`config.mk`:
```
export PLATFORM = sky130hd
export DESIGN_NAME = stalk_press_hold_translator
export DESIGN_NICKNAME = d
export VERILOG_FILES = /design/src/design/spht_pkg.sv /design/src/design/spht_front.sv /design/src/design/spht_queue.sv /design/src/design/spht_back.sv /design/src/design/stalk_press_hold_translator.sv
export SDC_FILE = /design/constraint.sdc
export NUM_CORES = 1
export LEC_CHECK = 0
export BUFFER_PORTS_ARGS = -buffer_cell sky130_fd_sc_hd__buf_4
export CORE_MARGIN = 2
export CORE_UTILIZATION = 60
export DETAILED_ROUTE_END_ITERATION = 16
export PLACE_DENSITY = 0.81
export SYNTH_ARGS = -nofsm -noshare
export SYNTH_HDL_FRONTEND = slang
export SYNTH_HIERARCHICAL = 1
export SYNTH_SLANG_ARGS = --single-unit
export TNS_END_PERCENT = 10
```
`constraint.sdc`:
```
create_clock -name clk -period 6.5 [get_ports clk]
set_input_delay 0.65 -clock clk [delete_from_list [all_inputs] [get_ports clk]]
set_output_delay 0.65 -clock clk [all_outputs]
set_load 0.02 [all_outputs]
```
`src/design/spht_pkg.sv`:
```
// Shared types, constants and command tables for the stalk press/hold translator.
package spht_pkg;

    // Time base and queue sizing
    localparam int TIME_BITS = 32;
    localparam int QDEPTH    = 4;
    localparam int QPTR_BITS = $clog2(QDEPTH);
    localparam int QCNT_BITS = $clog2(QDEPTH + 1);

    // Stalk button codes
    localparam logic [7:0] BTN_UP   = 8'h22;
    localparam logic [7:0] BTN_DOWN = 8'h23;
    localparam logic [7:0] BTN_OK   = 8'h28;

    // Cluster command codes and arguments
    localparam logic [7:0] CMD_HOLD_OK   = 8'h01;
    localparam logic [7:0] CMD_HOLD_DOWN = 8'h02;
    localparam logic [7:0] CMD_HOLD_UP   = 8'h03;
    localparam logic [7:0] CMD_SCROLL    = 8'h06;
    localparam logic [7:0] CMD_SELECT    = 8'h07;
    localparam logic [7:0] ARG_ONE       = 8'h01;
    localparam logic [7:0] ARG_DOWN      = 8'h0F;
    localparam logic [7:0] OUT_TRAILER   = 8'h11;
    localparam logic [7:0] STALK_TRAILER = 8'h01;
    localparam logic [3:0] STALK_LENGTH  = 4'd4;

    // Register reset values
    localparam logic        RST_ENABLE     = 1'b1;
    localparam logic [15:0] RST_HOLD_TIME  = 16'd650;
    localparam logic [15:0] RST_TIMEOUT    = 16'd1000;
    localparam logic [15:0] RST_DURATION   = 16'd120;
    localparam logic [10:0] RST_STALK_ID   = 11'h5C1;
    localparam logic [10:0] RST_CLUSTER_ID = 11'h5BF;

    // Register indexes on the configuration port
    typedef enum logic [2:0] {
        REG_ENABLE     = 3'd0,
        REG_HOLD_TIME  = 3'd1,
        REG_TIMEOUT    = 3'd2,
        REG_DURATION   = 3'd3,
        REG_STALK_ID   = 3'd4,
        REG_CLUSTER_ID = 3'd5
    } reg_idx_t;

    // Configuration seen by the front part
    typedef struct packed {
        logic        translate_enable;
        logic [15:0] hold_time;
        logic [15:0] release_timeout;
        logic [15:0] press_duration;
        logic [10:0] stalk_id;
        logic [10:0] cluster_id;
    } cfg_t;

    // One queued request: optional release first, then the command bytes
    typedef struct packed {
        logic       pre_release;
        logic [7:0] byte0;
        logic [7:0] byte2;
    } cmd_entry_t;

    // Queue status toward the front and back parts and checks
    typedef struct packed {
        logic                 full;
        logic                 empty;
        logic [QCNT_BITS-1:0] count;
    } q_status_t;

    // Command lookup result
    typedef struct packed {
        logic       valid;
        logic [7:0] byte0;
        logic [7:0] byte2;
    } action_t;

    function automatic logic is_button(input logic [7:0] code);
        return (code == BTN_UP) || (code == BTN_DOWN) || (code == BTN_OK);
    endfunction

    function automatic action_t short_action(input logic [7:0] btn);
        action_t a;
        a = '0;
        unique case (btn)
            BTN_UP:   a = '{valid: 1'b1, byte0: CMD_SCROLL, byte2: ARG_ONE};
            BTN_DOWN: a = '{valid: 1'b1, byte0: CMD_SCROLL, byte2: ARG_DOWN};
            BTN_OK:   a = '{valid: 1'b1, byte0: CMD_SELECT, byte2: ARG_ONE};
            default:  a = '0;
        endcase
        return a;
    endfunction

    function automatic action_t hold_action(input logic [7:0] btn);
        action_t a;
        a = '0;
        unique case (btn)
            BTN_UP:   a = '{valid: 1'b1, byte0: CMD_HOLD_UP,   byte2: ARG_ONE};
            BTN_DOWN: a = '{valid: 1'b1, byte0: CMD_HOLD_DOWN, byte2: ARG_ONE};
            BTN_OK:   a = '{valid: 1'b1, byte0: CMD_HOLD_OK,   byte2: ARG_ONE};
            default:  a = '0;
        endcase
        return a;
    endfunction

endpackage

```
`src/design/spht_front.sv`:
```
// Front part: accepts frames and ticks, tracks the held button, queues requests.
module spht_front import spht_pkg::*;
(
    input  logic        clk,
    input  logic        rst_n,
    input  cfg_t        cfg,
    input  logic        in_valid,
    output logic        in_ready,
    input  logic        in_op,
    input  logic [28:0] in_ident,
    input  logic        in_extended,
    input  logic        in_remote,
    input  logic [3:0]  in_length,
    input  logic [7:0]  in_data0,
    input  logic [7:0]  in_data1,
    input  logic [7:0]  in_data2,
    input  logic [7:0]  in_data3,
    input  q_status_t   q_stat,
    output logic        push,
    output cmd_entry_t  push_entry
);

    logic [TIME_BITS-1:0] now_reg, now_next;
    logic                 active_reg, active_next;
    logic                 hold_done_reg, hold_done_next;
    logic [7:0]           held_reg, held_next;
    logic [TIME_BITS-1:0] press_reg, press_next;
    logic [TIME_BITS-1:0] seen_reg, seen_next;
    logic                 pending_reg, pending_next;
    logic [15:0]          left_reg, left_next;

    logic                 accept;
    logic [TIME_BITS-1:0] since_seen;
    logic [TIME_BITS-1:0] since_press;
    logic                 timed_out;
    logic                 active_eff;
    logic                 hold_eff;
    logic                 shape_ok;
    logic [15:0]          left_dec;
    logic [15:0]          dur_eff;
    action_t              cmd;

    assign in_ready = !q_stat.full;
    assign accept   = in_valid && in_ready;

    // Elapsed times, modulo the time width
    assign since_seen  = now_reg - seen_reg;
    assign since_press = now_reg - press_reg;
    assign timed_out   = active_reg &&
                         (since_seen > {{(TIME_BITS-16){1'b0}}, cfg.release_timeout});
    assign active_eff  = active_reg && !timed_out;
    assign hold_eff    = hold_done_reg && !timed_out;

    // Stalk frame shape
    assign shape_ok = !in_extended &&
                      (in_ident == {18'd0, cfg.stalk_id}) &&
                      (in_length == STALK_LENGTH) &&
                      (in_data1 == 8'd0) && (in_data2 == 8'd0) &&
                      (in_data3 == STALK_TRAILER);

    assign left_dec = (left_reg != 16'd0) ? left_reg - 16'd1 : 16'd0;
    assign dur_eff  = (cfg.press_duration == 16'd0) ? 16'd1 : cfg.press_duration;

    // Next state and queued request
    always_comb
    begin
        now_next       = now_reg;
        active_next    = active_reg;
        hold_done_next = hold_done_reg;
        held_next      = held_reg;
        press_next     = press_reg;
        seen_next      = seen_reg;
        pending_next   = pending_reg;
        left_next      = left_reg;
        push           = 1'b0;
        push_entry     = '0;
        cmd            = '0;

        if (accept)
        begin
            if (in_op)
            begin
                // Tick: advance time, count down a pending release and queue it when the count runs out
                now_next = now_reg + {{(TIME_BITS-1){1'b0}}, 1'b1};
                if (pending_reg)
                begin
                    left_next = left_dec;
                    if (left_dec == 16'd0)
                    begin
                        pending_next = 1'b0;
                        push         = 1'b1;
                    end
                end
            end
            else if (cfg.translate_enable && !in_remote)
            begin
                active_next    = active_eff;
                hold_done_next = hold_eff;
                if (shape_ok && in_data0 == 8'd0)
                begin
                    // Release frame: short action unless hold already went out
                    if (active_eff && !hold_eff)
                    begin
                        cmd = short_action(held_reg);
                    end
                    active_next    = 1'b0;
                    hold_done_next = 1'b0;
                end
                else if (shape_ok && is_button(in_data0))
                begin
                    if (!active_eff || held_reg != in_data0)
                    begin
                        // New press
                        active_next    = 1'b1;
                        hold_done_next = 1'b0;
                        held_next      = in_data0;
                        press_next     = now_reg;
                        seen_next      = now_reg;
                    end
                    else
                    begin
                        // Repeat of the held button
                        seen_next = now_reg;
                        if (!hold_eff &&
                            since_press >= {{(TIME_BITS-16){1'b0}}, cfg.hold_time})
                        begin
                            cmd            = hold_action(held_reg);
                            hold_done_next = 1'b1;
                        end
                    end
                end

                // Flush a pending release ahead of the command, then rearm
                if (cmd.valid)
                begin
                    push                   = 1'b1;
                    push_entry.pre_release = pending_reg;
                    push_entry.byte0       = cmd.byte0;
                    push_entry.byte2       = cmd.byte2;
                    pending_next           = 1'b1;
                    left_next              = dur_eff;
                end
            end
        end
    end

    always_ff @(posedge clk or negedge rst_n)
    begin
        if (!rst_n)
        begin
            now_reg       <= '0;
            active_reg    <= 1'b0;
            hold_done_reg <= 1'b0;
            held_reg      <= '0;
            press_reg     <= '0;
            seen_reg      <= '0;
            pending_reg   <= 1'b0;
            left_reg      <= '0;
        end
        else
        begin
            now_reg       <= now_next;
            active_reg    <= active_next;
            hold_done_reg <= hold_done_next;
            held_reg      <= held_next;
            press_reg     <= press_next;
            seen_reg      <= seen_next;
            pending_reg   <= pending_next;
            left_reg      <= left_next;
        end
    end

endmodule

```
`src/design/spht_queue.sv`:
```
// Request queue between the front and back parts.
module spht_queue import spht_pkg::*;
(
    input  logic       clk,
    input  logic       rst_n,
    input  logic       push,
    input  cmd_entry_t push_entry,
    input  logic       pop,
    output cmd_entry_t head,
    output q_status_t  stat
);

    cmd_entry_t           entries_reg [QDEPTH];
    logic [QPTR_BITS-1:0] wr_ptr_reg;
    logic [QPTR_BITS-1:0] rd_ptr_reg;
    logic [QCNT_BITS-1:0] count_reg;
    logic                 do_push;
    logic                 do_pop;

    assign stat.full  = (count_reg == QCNT_BITS'(QDEPTH));
    assign stat.empty = (count_reg == '0);
    assign stat.count = count_reg;

    assign do_push = push && !stat.full;
    assign do_pop  = pop && !stat.empty;
    assign head    = entries_reg[rd_ptr_reg];

    // Store payload
    always_ff @(posedge clk)
    begin
        if (do_push)
        begin
            entries_reg[wr_ptr_reg] <= push_entry;
        end
    end

    // Advance pointers and fill level
    always_ff @(posedge clk or negedge rst_n)
    begin
        if (!rst_n)
        begin
            wr_ptr_reg <= '0;
            rd_ptr_reg <= '0;
            count_reg  <= '0;
        end
        else
        begin
            if (do_push)
            begin
                wr_ptr_reg <= wr_ptr_reg + QPTR_BITS'(1);
            end
            if (do_pop)
            begin
                rd_ptr_reg <= rd_ptr_reg + QPTR_BITS'(1);
            end
            if (do_push && !do_pop)
            begin
                count_reg <= count_reg + QCNT_BITS'(1);
            end
            else if (do_pop && !do_push)
            begin
                count_reg <= count_reg - QCNT_BITS'(1);
            end
        end
    end

endmodule

```
`src/design/spht_back.sv`:
```
// Back part: expands queued requests into cluster frames on an output register.
module spht_back import spht_pkg::*;
(
    input  logic       clk,
    input  logic       rst_n,
    input  cmd_entry_t head,
    input  q_status_t  q_stat,
    output logic       pop,
    output logic       out_valid,
    input  logic       out_ready,
    output logic [7:0] out_byte0,
    output logic [7:0] out_byte2,
    output logic       out_last
);

    logic       valid_reg, valid_next;
    logic       rel_sent_reg, rel_sent_next;
    logic [7:0] byte0_reg, byte0_next;
    logic [7:0] byte2_reg, byte2_next;
    logic       last_reg, last_next;
    logic       load;

    assign load = !valid_reg || out_ready;

    // Pick the next result: pending release first, then the command
    always_comb
    begin
        valid_next    = valid_reg;
        rel_sent_next = rel_sent_reg;
        byte0_next    = byte0_reg;
        byte2_next    = byte2_reg;
        last_next     = last_reg;
        pop           = 1'b0;
        if (load)
        begin
            valid_next = !q_stat.empty;
            if (!q_stat.empty)
            begin
                if (head.pre_release && !rel_sent_reg)
                begin
                    byte0_next    = 8'd0;
                    byte2_next    = 8'd0;
                    last_next     = 1'b0;
                    rel_sent_next = 1'b1;
                end
                else
                begin
                    byte0_next    = head.byte0;
                    byte2_next    = head.byte2;
                    last_next     = 1'b1;
                    rel_sent_next = 1'b0;
                    pop           = 1'b1;
                end
            end
        end
    end

    always_ff @(posedge clk or negedge rst_n)
    begin
        if (!rst_n)
        begin
            valid_reg    <= 1'b0;
            rel_sent_reg <= 1'b0;
        end
        else
        begin
            valid_reg    <= valid_next;
            rel_sent_reg <= rel_sent_next;
        end
    end

    // Hold payload
    always_ff @(posedge clk)
    begin
        byte0_reg <= byte0_next;
        byte2_reg <= byte2_next;
        last_reg  <= last_next;
    end

    assign out_valid = valid_reg;
    assign out_byte0 = byte0_reg;
    assign out_byte2 = byte2_reg;
    assign out_last  = last_reg;

endmodule

```
`src/design/stalk_press_hold_translator.sv`:
```
// An accepted request is written into the request queue, then loaded into the back
// part's output register, which drives m_tvalid and m_tlast.
// Throughput: one input request per cycle while the request queue is not full;
// requests giving two frames are absorbed by the four-entry queue between front and back.
// Reset (rst_n, asynchronous, active low) clears time, press state, queue and
// output; registers return to enable 1, hold 650, timeout 1000, duration 120.
module stalk_press_hold_translator import spht_pkg::*;
(
    input  logic        clk,
    input  logic        rst_n,
    // slave side
    input  logic        s_tvalid,
    output logic        s_tready,
    // [28:0] frame_ident, [29] extended, [30] remote, [34:31] length,
    // [42:35] data0, [50:43] data1, [58:51] data2, [66:59] data3, [71:67] zero
    input  logic [71:0] s_tdata,
    // [0] op
    input  logic        s_tuser,
    // master side
    output logic        m_tvalid,
    input  logic        m_tready,
    // [10:0] out_ident, [18:11] out_byte0, [26:19] out_byte1,
    // [34:27] out_byte2, [42:35] out_byte3, [47:43] zero
    output logic [47:0] m_tdata,
    output logic        m_tlast,
    // configuration
    input  logic        psel,
    input  logic        penable,
    input  logic        pwrite,
    input  logic [4:0]  paddr,
    input  logic [31:0] pwdata,
    output logic [31:0] prdata,
    output logic        pready
);

    cfg_t       cfg_reg;
    reg_idx_t   reg_idx;
    logic       cfg_write;
    q_status_t  q_stat;
    logic       push;
    cmd_entry_t push_entry;
    logic       pop;
    cmd_entry_t head;
    logic [7:0] out_byte0;
    logic [7:0] out_byte2;

    assign pready    = 1'b1;
    assign reg_idx   = reg_idx_t'(paddr[4:2]);
    assign cfg_write = psel && penable && pwrite && pready;

    // Register writes
    always_ff @(posedge clk or negedge rst_n)
    begin
        if (!rst_n)
        begin
            cfg_reg.translate_enable <= RST_ENABLE;
            cfg_reg.hold_time        <= RST_HOLD_TIME;
            cfg_reg.release_timeout  <= RST_TIMEOUT;
            cfg_reg.press_duration   <= RST_DURATION;
            cfg_reg.stalk_id         <= RST_STALK_ID;
            cfg_reg.cluster_id       <= RST_CLUSTER_ID;
        end
        else if (cfg_write)
        begin
            unique case (reg_idx)
                REG_ENABLE:     cfg_reg.translate_enable <= pwdata[0];
                REG_HOLD_TIME:  cfg_reg.hold_time        <= pwdata[15:0];
                REG_TIMEOUT:    cfg_reg.release_timeout  <= pwdata[15:0];
                REG_DURATION:   cfg_reg.press_duration   <= pwdata[15:0];
                REG_STALK_ID:   cfg_reg.stalk_id         <= pwdata[10:0];
                REG_CLUSTER_ID: cfg_reg.cluster_id       <= pwdata[10:0];
                default:        ;
            endcase
        end
    end

    // Register reads
    always_comb
    begin
        unique case (reg_idx)
            REG_ENABLE:     prdata = {31'd0, cfg_reg.translate_enable};
            REG_HOLD_TIME:  prdata = {16'd0, cfg_reg.hold_time};
            REG_TIMEOUT:    prdata = {16'd0, cfg_reg.release_timeout};
            REG_DURATION:   prdata = {16'd0, cfg_reg.press_duration};
            REG_STALK_ID:   prdata = {21'd0, cfg_reg.stalk_id};
            REG_CLUSTER_ID: prdata = {21'd0, cfg_reg.cluster_id};
            default:        prdata = 32'd0;
        endcase
    end

    spht_front u_front (
        .clk         (clk),
        .rst_n       (rst_n),
        .cfg         (cfg_reg),
        .in_valid    (s_tvalid),
        .in_ready    (s_tready),
        .in_op       (s_tuser),
        .in_ident    (s_tdata[28:0]),
        .in_extended (s_tdata[29]),
        .in_remote   (s_tdata[30]),
        .in_length   (s_tdata[34:31]),
        .in_data0    (s_tdata[42:35]),
        .in_data1    (s_tdata[50:43]),
        .in_data2    (s_tdata[58:51]),
        .in_data3    (s_tdata[66:59]),
        .q_stat      (q_stat),
        .push        (push),
        .push_entry  (push_entry)
    );

    spht_queue u_queue (
        .clk        (clk),
        .rst_n      (rst_n),
        .push       (push),
        .push_entry (push_entry),
        .pop        (pop),
        .head       (head),
        .stat       (q_stat)
    );

    spht_back u_back (
        .clk       (clk),
        .rst_n     (rst_n),
        .head      (head),
        .q_stat    (q_stat),
        .pop       (pop),
        .out_valid (m_tvalid),
        .out_ready (m_tready),
        .out_byte0 (out_byte0),
        .out_byte2 (out_byte2),
        .out_last  (m_tlast)
    );

    // Assemble the outgoing frame
    assign m_tdata = {5'd0, OUT_TRAILER, out_byte2, 8'd0, out_byte0, cfg_reg.cluster_id};

    // Queue never overfills and the front never pushes into a full queue
    assert property (@(posedge clk) disable iff (!rst_n)
        (q_stat.count <= QCNT_BITS'(QDEPTH)) && !(push && q_stat.full))
        else $error("request queue overflow");

    // A frame that is not the last of its request is always a release
    assert property (@(posedge clk) disable iff (!rst_n)
        (m_tvalid && !m_tlast) |-> (m_tdata[18:11] == 8'd0 && m_tdata[34:27] == 8'd0))
        else $error("non-final frame is not a release");

    // The command follows its flushed release in the next cycle
    assert property (@(posedge clk) disable iff (!rst_n)
        (m_tvalid && m_tready && !m_tlast) |=> (m_tvalid && m_tlast))
        else $error("command did not follow its release");

    // Ready drops only when the queue is full
    assert property (@(posedge clk) disable iff (!rst_n)
        !s_tready |-> q_stat.full)
        else $error("input stalled with room in queue");

endmodule
```
# Yosys cells after proc, flatten, opt, wreduce, memory -nomap -nowiden
# Memory sizes are Yosys's and may differ from the RTL's.
# Cells that the tools add are included.
# totals
regBits,220
latch_bits,0
mem_bits_rw,68
rom_bits,0
input_bits,117
output_inout_bits,84
wordCells,160
memories,1
# memory_table
name,depth,width,read_ports,rd_clocked_by_memory_dff,wr,line,text
u_queue.entries_reg,4,17,1,0,1,spht_queue.sv:13,cmd_entry_t entries_reg [QDEPTH];
# classes
add_sub_neg,8
multipliers,0
div,0
magnitude_cmp,2
n_eq_ne,17
shifts,0
mux,47
n_bitwise,3
reduce_logical,60
# ops
cell,n
2-to-1 mux 17 bit,12
one-hot mux 17 bit (3 select lines),2
2-to-1 mux 16 bit,6
one-hot mux 16 bit (6 select lines),1
subtractor 32 bit,2
== test 8 x 6 -> 1 bit (second input constant),6
adder 32 x 1 -> 32 bit (second input constant),1
>= comparator 32 x 16 -> 1 bit,1
greater-than comparator 32 x 16 -> 1 bit,1
zero test 16 bit,2
== test 29 x 11 -> 1 bit,1
zero test 8 bit,3
2-to-1 mux 1 bit,24
logical AND 1 bit,21
AND reduction 2 bit,8
nonzero test 16 bit,1
subtractor 16 x 1 -> 16 bit (second input constant),1
zero test 1 bit,11
== test 3 bit (second input constant),3
== test 8 x 1 -> 1 bit (second input constant),1
inequality test 8 bit,1
== test 3 x 2 -> 1 bit (second input constant),2
zero test 3 bit,2
2-to-1 mux 3 bit,2
13 further kinds,22

# Logic depth before layout (Yosys ltp)
# Gate-level depths: netlist of run 1.
# logic_depth
word_depth,23
mapped_depth,32
mapped_depth_nobuf,31

# By module
# The synthesis of run 1 kept the hierarchy.
# by_module_without_submodules
module,n_inst,cells_each,area_each_um2,seq_area_each_um2
spht_front,1,1332,10662.7,3078.0
stalk_press_hold_translator,1,292,3748.6,1813.0
spht_queue,1,125,2925.3,2217.1
spht_back,1,44,763.2,560.5

# Worst setup path after synthesis of run 1
# Ideal clock, no wire load.
# synth_path
path_kind,register to register
startpoint,reg u_front.now_reg[0]
endpoint,reg u_queue.count_reg[1]
setup_ns,0.125
arrival_ns,5.645
t_required_ns,6.375
path_slack_ns,0.730
stages_incl_launch_ff,31
n_path_buf,1
synth_period_minus_slack_ns,5.770
cell_sequence,dfrtp_1 > inv_1 > ha_1 > inv_1 > fa_1 > a21o_1 > a221o_1 > nand3_1 > nand2_1 > a21oi_1 > o21bai_1 > xor2_1 > ha_1 > a21oi_1 > nand2_1 > a221oi_1 > a21oi_1 > nor4_1 > and3_1 > o2111a_1 > nand4_1 > a41oi_2 > nor3_1 > a21oi_1 > a21oi_1 > nor2b_1 > buf_6 > ha_1 > inv_1 > fa_1 > mux2_2
# synth_via
elab_chain_len,22
elab_cells_between_ends,31
cone_classes,add/sub: 2; order compare: 2; mux: 13; reduce/logical: 14
# synth_rtl
item,line,text
start: declaration,spht_front.sv:23,"logic [TIME_BITS-1:0] now_reg, now_next;"
start signal: assignment,spht_front.sv:162,now_reg <= now_next;
subtractor 32 bit,spht_front.sv:47,assign since_seen = now_reg - seen_reg;
greater-than comparator 32 x 16 -> 1 bit,spht_front.sv:50,"(since_seen > {{(TIME_BITS-16){1'b0}}, cfg.release_timeout});"
logical AND 1 bit,spht_front.sv:49,assign timed_out = active_reg &&
zero test 1 bit,"spht_front.sv:51, spht_front.sv:52",
logical AND 1 bit,spht_front.sv:52,assign hold_eff = hold_done_reg && !timed_out;
zero test 1 bit,"spht_front.sv:102, spht_front.sv:124",
logical AND 1 bit,spht_front.sv:124,if (!hold_eff &&
2-to-1 mux 17 bit,spht_front.sv:124,
[... 8 more ...],n/a,
2-to-1 mux 1 bit (*),spht_front.sv:81,if (in_op)
2-to-1 mux 1 bit (*),spht_front.sv:79,if (accept)
net push,stalk_press_hold_translator.sv:40,logic push;
logical AND 1 bit (*),spht_queue.sv:24,assign do_push = push && !stat.full;
net u_queue.do_push,spht_queue.sv:17,logic do_push;
zero test 1 bit,spht_queue.sv:60,else if (do_pop && !do_push)
logical AND 1 bit,spht_queue.sv:60,
nonzero test 2 bit (no source line),n/a,
end signal: assignment,spht_queue.sv:58,count_reg <= count_reg + QCNT_BITS'(1);
end signal: assignment,spht_queue.sv:62,count_reg <= count_reg - QCNT_BITS'(1);
end: declaration,spht_queue.sv:16,logic [QCNT_BITS-1:0] count_reg;
# The timed path passes the listed nets; every way through them passes the cells marked *. The select of a mux whose other input is x is not followed.
# A chain may end at the register's enable or synchronous reset.

# Final worst setup path of run 1
# layout_path
startpoint,reg u_front.now_reg[0]
endpoint,reg u_queue.count_reg[1]
# layout_via
elab_chain_len,22
elab_cells_between_ends,31
cone_classes,add/sub: 2; order compare: 2; mux: 13; reduce/logical: 14
# layout_rtl
item,line,text
subtractor 32 bit,spht_front.sv:47,
greater-than comparator 32 x 16 -> 1 bit,spht_front.sv:50,
logical AND 1 bit,spht_front.sv:49,
zero test 1 bit,"spht_front.sv:51, spht_front.sv:52",
logical AND 1 bit,spht_front.sv:52,
zero test 1 bit,"spht_front.sv:102, spht_front.sv:124",
logical AND 1 bit,spht_front.sv:124,
2-to-1 mux 17 bit,spht_front.sv:124,
[... 7 more ...],n/a,
2-to-1 mux 1 bit (*),spht_front.sv:95,else if (cfg.translate_enable && !in_remote)
2-to-1 mux 1 bit (*),spht_front.sv:81,
2-to-1 mux 1 bit (*),spht_front.sv:79,
net push,stalk_press_hold_translator.sv:40,
logical AND 1 bit (*),spht_queue.sv:24,
zero test 1 bit,spht_queue.sv:60,
logical AND 1 bit,spht_queue.sv:60,
nonzero test 2 bit (no source line),n/a,
# Marked as above.

==> results of run 1 <==
## cell usage after synthesis (21+ instances only)
cell      instances
dfrtp_1         174
nand2_1         173
o21ai_0         128
inv_1           118
ha_1            101
mux2_2           96
a21oi_1          92
nor2_1           90
edfxtp_1         85
xnor2_1          69
buf_4            62
nand4_1          40
nor3_1           37
xor2_1           37
clkbuf_1         34
dfstp_2          29
nand3_1          26
buf_2            24
nor4_1           23
o21a_1           22
mux2i_1          21
## final cells by class
cell class	instances	area [um^2]	share of cell area, %
Clock buffer	43	912.1	4.504
Clock inverter	15	214.0	1.056
Inverter	119	446.7	2.206
Multi-Input combinational cell	1301	9360	46.22
Sequential cell	288	7669	37.87
Tap cell	390	488.0	2.409
Timing Repair Buffer	154	1162	5.740
## report_power, final
group          switching (mW)  leakage [nW]  internal [mW]  total (mW)
Sequential              0.136          3.05           1.99        2.13
Combinational           0.398          5.29          0.341       0.739
Clock                   0.720         0.558           1.18        1.90
## cells by family after synthesis
kind of cell / Yosys count / share of synthesized area (%)
adders and majority gates: 104 / 7.314
other: 3 / 0.06221
DFF: 288 / 42.37
xor gates and xnor gates: 106 / 5.129
and+or+nand+nor: 517 / 14.63
buffers and inverters: 248 / 6.947
muxes: 135 / 9.519
AOI/OAI and AO/OA: 392 / 14.03
## per-layer routing
| metal | routed length, um | GRT usage (%) |
|---|---|---|
| met2 | 20680 | 46.54 |
| met1 | 18560 | 37.19 |
| met3 | 2641 | 3.535 |
| met5 | 0 | 0 |
| met4 | 1017 | 7.104 |
## worst min path at each step
stage | from | to | slack [ns]
2_1_floorplan | rst_n | cfg_reg[12] | 0.35
3_3_place_gp | u_queue/count_reg[2] | u_queue/count_reg[2] | 0.46
6_report | rst_n | u_front/left_reg[5] | 0.09
5_1_grt | rst_n | u_front/left_reg[5] | 0.13
3_5_place_dp | u_front/left_reg[3] | u_front/left_reg[3] | 0.50
4_1_cts | rst_n | u_front/left_reg[5] | 0.1
## critical path: cells and delay by family, from the launching register on
kind | cells | cell delay (ns)
AND/OR/NAND/NOR | 8 | 1.29
AO/OA/AOI/OAI | 11 | 2.15
adder cells (fa/ha/maj) | 5 | 1.57
flip-flops | 1 | 0.42
XOR/XNOR | 1 | 0.15
multiplexers | 1 | 0.27
buffers and inverters | 3 | 0.29
## per-stage QoR
stage / instances / power, mW / utilization, % / setup slack, ns
after detailed placement: 2252 / 2.883 / 64.51 / 0.3062
final: 2310 / 4.766 / 68.33 / 0.2558
after CTS: 2310 / 4.787 / 68.31 / 0.2581
after floorplan: 1837 / 2.632 / - / 0.7304
after global placement: 2252 / 2.837 / 64.51 / 0.5103
after global routing: 2310 / 4.961 / 68.33 / -0.09795
==> results.cfg, run 1 <==
[grt]
grt_max_degree = 71
grt_pass1_wl_um = 69480
grt-ovfl-total = 0
grt_usage_pct = 27.39
grt_pass1_vias = 13726
antenna_found_initial = 0

[pwr]
p_per_area_nw_per_um2 = 235.3
leakagePower_nw = 8.896
peakVddDrop_mv = 0.1988

[timing]
setup_tns_ns = 0
skew_ns = 0.02090
final-max-slew-violation-count = 0
fmax_ghz = 0.1601
hold_viol_final = 0
grt_setup_unrepaired = true
layout_min_cycle_time_ns = 6.244
finalSetupViolations = 0
hold_slack_ns = 0.09076
timing.slew.headroom_pct = 21.85
post-route-period-util_pct = 96.06
tightestPinTransition_ns = 1.170

[synth]
synth-seq-cells = 288
synth_edf_count = 85
synth_top_area_cell = dfrtp_1
syn_area_um2 = 18100
synthTopCellsByArea = dfrtp_1 (24%), edfxtp_1 (14%), ha_1 (7.0%)
ys.flop_type = dfrtp_1
ys_types = 103
synth_top_area_share_pct = 24.06
netlist_instances = 1793
avgSynthCellArea_um2 = 10.09
synthArstFlopShare_pct = 70.49
seq_area_frac_synth_pct = 42.37
ys_warn_count = 6

[worst_setup_path]
timing.rr.end = u_queue/count_reg[1]
cp-endpoint = u_queue/count_reg[1]
cp_data_arrival_time_ns = 6.69
r2r-start = u_front/now_reg[0]
startpoint = u_front/now_reg[0]
start_kind = flip-flop
cp_max_fo = 5
worstPathRequired_ns = 6.95
endpoint_kind = flip-flop
critPathMaxStageDelay_ns = 0.44
ff2ff_path_depth = 29
cpMostUsedCell = a21oi_1
critPathKind = reg -> reg
crit_path_top_delay_cell = a221o_1
r2r_setup_slack_ns = 0.26

[detailed_routing]
antenna_left = 0
wirelength_um = 42910
dr.pass1.iters = 5
vias = 14018
viasPerCell = 6.068
wl_per_cell_um = 18.57
remaining_drc_errors = 0
dr.first_iter.drc_count = 1188

[die]
num_rows = 63
die_area_um2 = 31570
die_w_um = 177.7
core_um2 = 29640
initial_core_util_pct = 61.07
ios = 201
fp.dieH_um = 177.7

[layout]
nets = 2116
largest_register_ffs = 68
drive_gt1_share_pct = 20.73
syn_to_final_growth_pct = 11.89
final_common_cell = dfrtp_1
final_cell_mix = dfrtp_1 (174), nand2_1 (173), buf_4 (153), o21ai_0 (128), inv_1 (118)
postLayoutCellArea_um2 = 20250
fillers = 2226
antennaDiodeCount = 0

[clocking]
htree_levels = 1
hold_buffers = 0
cts_resized = 0
clock_path_buffers = 3
clock_latency_ns = 0.56
clock-root-buffer = clkbuf_16
cts_tree = done
postCtsSetupBuffers = 0
cts_made_buffers = 31
clkTransAtPathRegs_ns = 0.06
clock_sinks = 288

[placement]
post-dp-hpwl_um = 31500
post_dp_cell_area_um2 = 19120
gp_congestion = 0.9348
io_buffers = 139

[outcome]
status = finished, final reports clean

[worst_hold_path]
hp-class = in -> async

[run]
drv_cap = 0
(Power assumes the default switching activity.)
==> run 2: changes to the inputs <==
--- a/config.mk
+++ b/config.mk
@@ -5,6 +5,7 @@
 export SDC_FILE = /design/constraint.sdc
 export NUM_CORES = 1
 export LEC_CHECK = 0
+export ABC_AREA = 1
 export BUFFER_PORTS_ARGS = -buffer_cell sky130_fd_sc_hd__buf_4
 export CORE_MARGIN = 2
 export CORE_UTILIZATION = 60
==> run 2 against run 1 <==
Register-to-register slack better by 0.60 ns. Critical endpoint is now u_queue/count_reg[2]. Highest routed layer is now met5. Fmax grew 11%. Total power is 35% higher. Hold slack lost 0.067 ns. Final cell count up 51%. Sequential share of layout area shrank 4.2 points. Critical path depth is 6 higher.
==> results.cfg, run 2 <==
[synth]
synthTopCellsByCount = nand2_1 (925), inv_1 (542), nor2_1 (235)
yosysMostFrequentCell = nand2_1
seq_area_frac_synth_pct = 37.46
synthTopCellsByArea = dfrtp_1 (21%), nand2_1 (17%), edfxtp_1 (12%)
avgSynthCellArea_um2 = 7.063
netlist_instances = 2898
ys_warn_count = 6
ys_types = 60
ys.flop_type = dfrtp_1
synth-seq-cells = 288
synth_edf_count = 85
synth_top_area_share_pct = 21.27
synthArstFlopShare_pct = 70.49
synth_top_area_cell = dfrtp_1
syn_area_um2 = 20470

[layout]
final_cell_mix = nand2_1 (925), inv_1 (542), nor2_1 (234), dfrtp_1 (174), buf_4 (154)
syn_to_final_growth_pct = 11.38
nets = 3240
drive_gt1_share_pct = 10.41
antennaDiodeCount = 0
fillers = 2913
largest_register_ffs = 68
final_common_cell = nand2_1

[die]
fp.dieH_um = 188.7
num_rows = 67
die_area_um2 = 35610
ios = 201
die_w_um = 188.7
initial_core_util_pct = 61.04
core_um2 = 33530

[placement]
io_buffers = 139
gp_congestion = 1.026
post-dp-hpwl_um = 41630

[pwr]
leakagePower_nw = 12.48
p_seq_share_pct = 37.4
p_int_mw = 4.155
power_switching_mw = 2.282
peakVddDrop_mv = 0.2565
p_per_area_nw_per_um2 = 282.4
power.share.combinational_pct = 31.6
p_sw_share_pct = 35.46
power_frac_clock_pct = 31.0

[timing]
final-max-slew-violation-count = 0
timing.slew.headroom_pct = 15.35
fmax_ghz = 0.1771
layout_min_cycle_time_ns = 5.646
post-route-period-util_pct = 86.85
grt_setup_unrepaired = false
tightestPinTransition_ns = 1.258
skew_ns = 0.02063
hold_viol_final = 0
finalSetupViolations = 0
setup_tns_ns = 0
hold_slack_ns = 0.02363

[worst_setup_path]
worstPathRequired_ns = 6.95
cp_data_arrival_time_ns = 6.10
critPathKind = reg -> reg
endpoint_kind = flip-flop
start_kind = flip-flop
crit_path_top_delay_cell = fa_1
cpMostUsedCell = nand2_1
critPathMaxStageDelay_ns = 0.44
cp_max_fo = 7

[grt]
grt_usage_pct = 30.43
antenna_found_initial = 1
grt_pass1_vias = 17779
grt-ovfl-total = 0
grt_pass1_wl_um = 87110
grt_max_degree = 175

[clocking]
cts_resized = 0
clkTransAtPathRegs_ns = 0.06
hold_buffers = 0
cts_made_buffers = 34
clock-root-buffer = clkbuf_16
cts_tree = done
htree_levels = 2
clock_path_buffers = 3
postCtsSetupBuffers = 0
clock_sinks = 288
clock_latency_ns = 0.51

[detailed_routing]
viasPerCell = 5.330
remaining_drc_errors = 0
wl_per_cell_um = 15.53
vias = 18618
dr.first_iter.drc_count = 1420
dr.pass1.iters = 5
wirelength_um = 54250
antenna_left = 0

[worst_hold_path]
hp-class = in -> async

[outcome]
status = finished, final reports clean

[run]
drv_cap = 0
## run 2: cell count changes after synthesis, moves of 47 or more
cell	previous run	this run
nand3_1	26	149
nand2_1	173	925
xnor2_1	69	22
mux2_2	96	0
nor2_1	90	235
inv_1	118	542
## run 2: final timing paths
path	startpoint	to	slack, ns	cells after the start
max in group asynchronous	rst_n	u_front/press_reg[23]	5.19	2
max	u_front/now_reg[0]	u_queue/count_reg[2]	0.85	35
min in group clk	pwdata[6]	m_tdata[6]	0.36	3
min reg2reg	u_front/press_reg[6]	u_front/press_reg[6]	0.49	2
max reg2reg	u_front/now_reg[0]	u_queue/count_reg[2]	0.85	35
min	rst_n	u_front/left_reg[2]	0.02	1
## run 2: routing by layer
layer  global-route usage, %  wire [um]  vias up
li1                        -          -     9205
met1                   39.19      22900     8668
met2                   51.82      25750      619
met3                   5.252       3800      124
met4                   10.19       1712        2
met5                   1.786         81        -
## run 2: kinds of logic after synthesis
family                   Yosys count  share of synthesized area (%)
buffers and inverters            667                          13.96
adder cells (fa/ha/maj)          104                          6.467
XOR/XNOR                          80                          3.423
AO/OA/AOI/OAI                    271                          7.720
AND/OR/NAND/NOR                 1485                          30.91
flip-flops                       288                          37.46
other                              3                        0.05501
## run 2: cell type report
type / instances / area [um^2] / area share, %
clock inverters: 15 / 190.2 / 0.8342
flip-flops and latches: 288 / 7669 / 33.64
clock buffers: 47 / 993.5 / 4.358
inverters: 552 / 2079 / 9.121
repair buffers: 156 / 1190 / 5.219
multi-input cells: 1987 / 10120 / 44.37
well taps: 448 / 560.5 / 2.459
## run 2: power by group through the flow
stage | sequential, mW | clock (mW) | combinational (mW)
CTS | 2.40 | 2.02 | 2.02
detailed placement | 2.43 | 0 | 2.00
finish | 2.41 | 2.00 | 2.03
global placement | 2.42 | 0 | 1.93
global route | 2.43 | 2.09 | 2.30
floorplan | 2.44 | 0 | 1.42
## run 2: critical path, delay by kind of cell, from the launching register on
family	cells	cell delay, ns
adder cells (fa/ha/maj)	5	1.55
AO/OA/AOI/OAI	4	0.72
XOR/XNOR	1	0.30
flip-flops	1	0.38
buffers and inverters	5	0.50
AND/OR/NAND/NOR	20	2.14
## run 2: metrics by stage
stage	power, mW	area (um^2)	std cells	utilization (%)	setup WS, ns
after floorplan	3.864	20630	2942	-	1.690
after CTS	6.435	22800	3493	67.99	0.9078
after global routing	6.822	22800	3493	67.99	0.3878
final	6.437	22800	3493	67.99	0.8545
after detailed placement	4.428	21610	3431	64.46	0.9512
after global placement	4.342	21610	3431	64.46	1.071
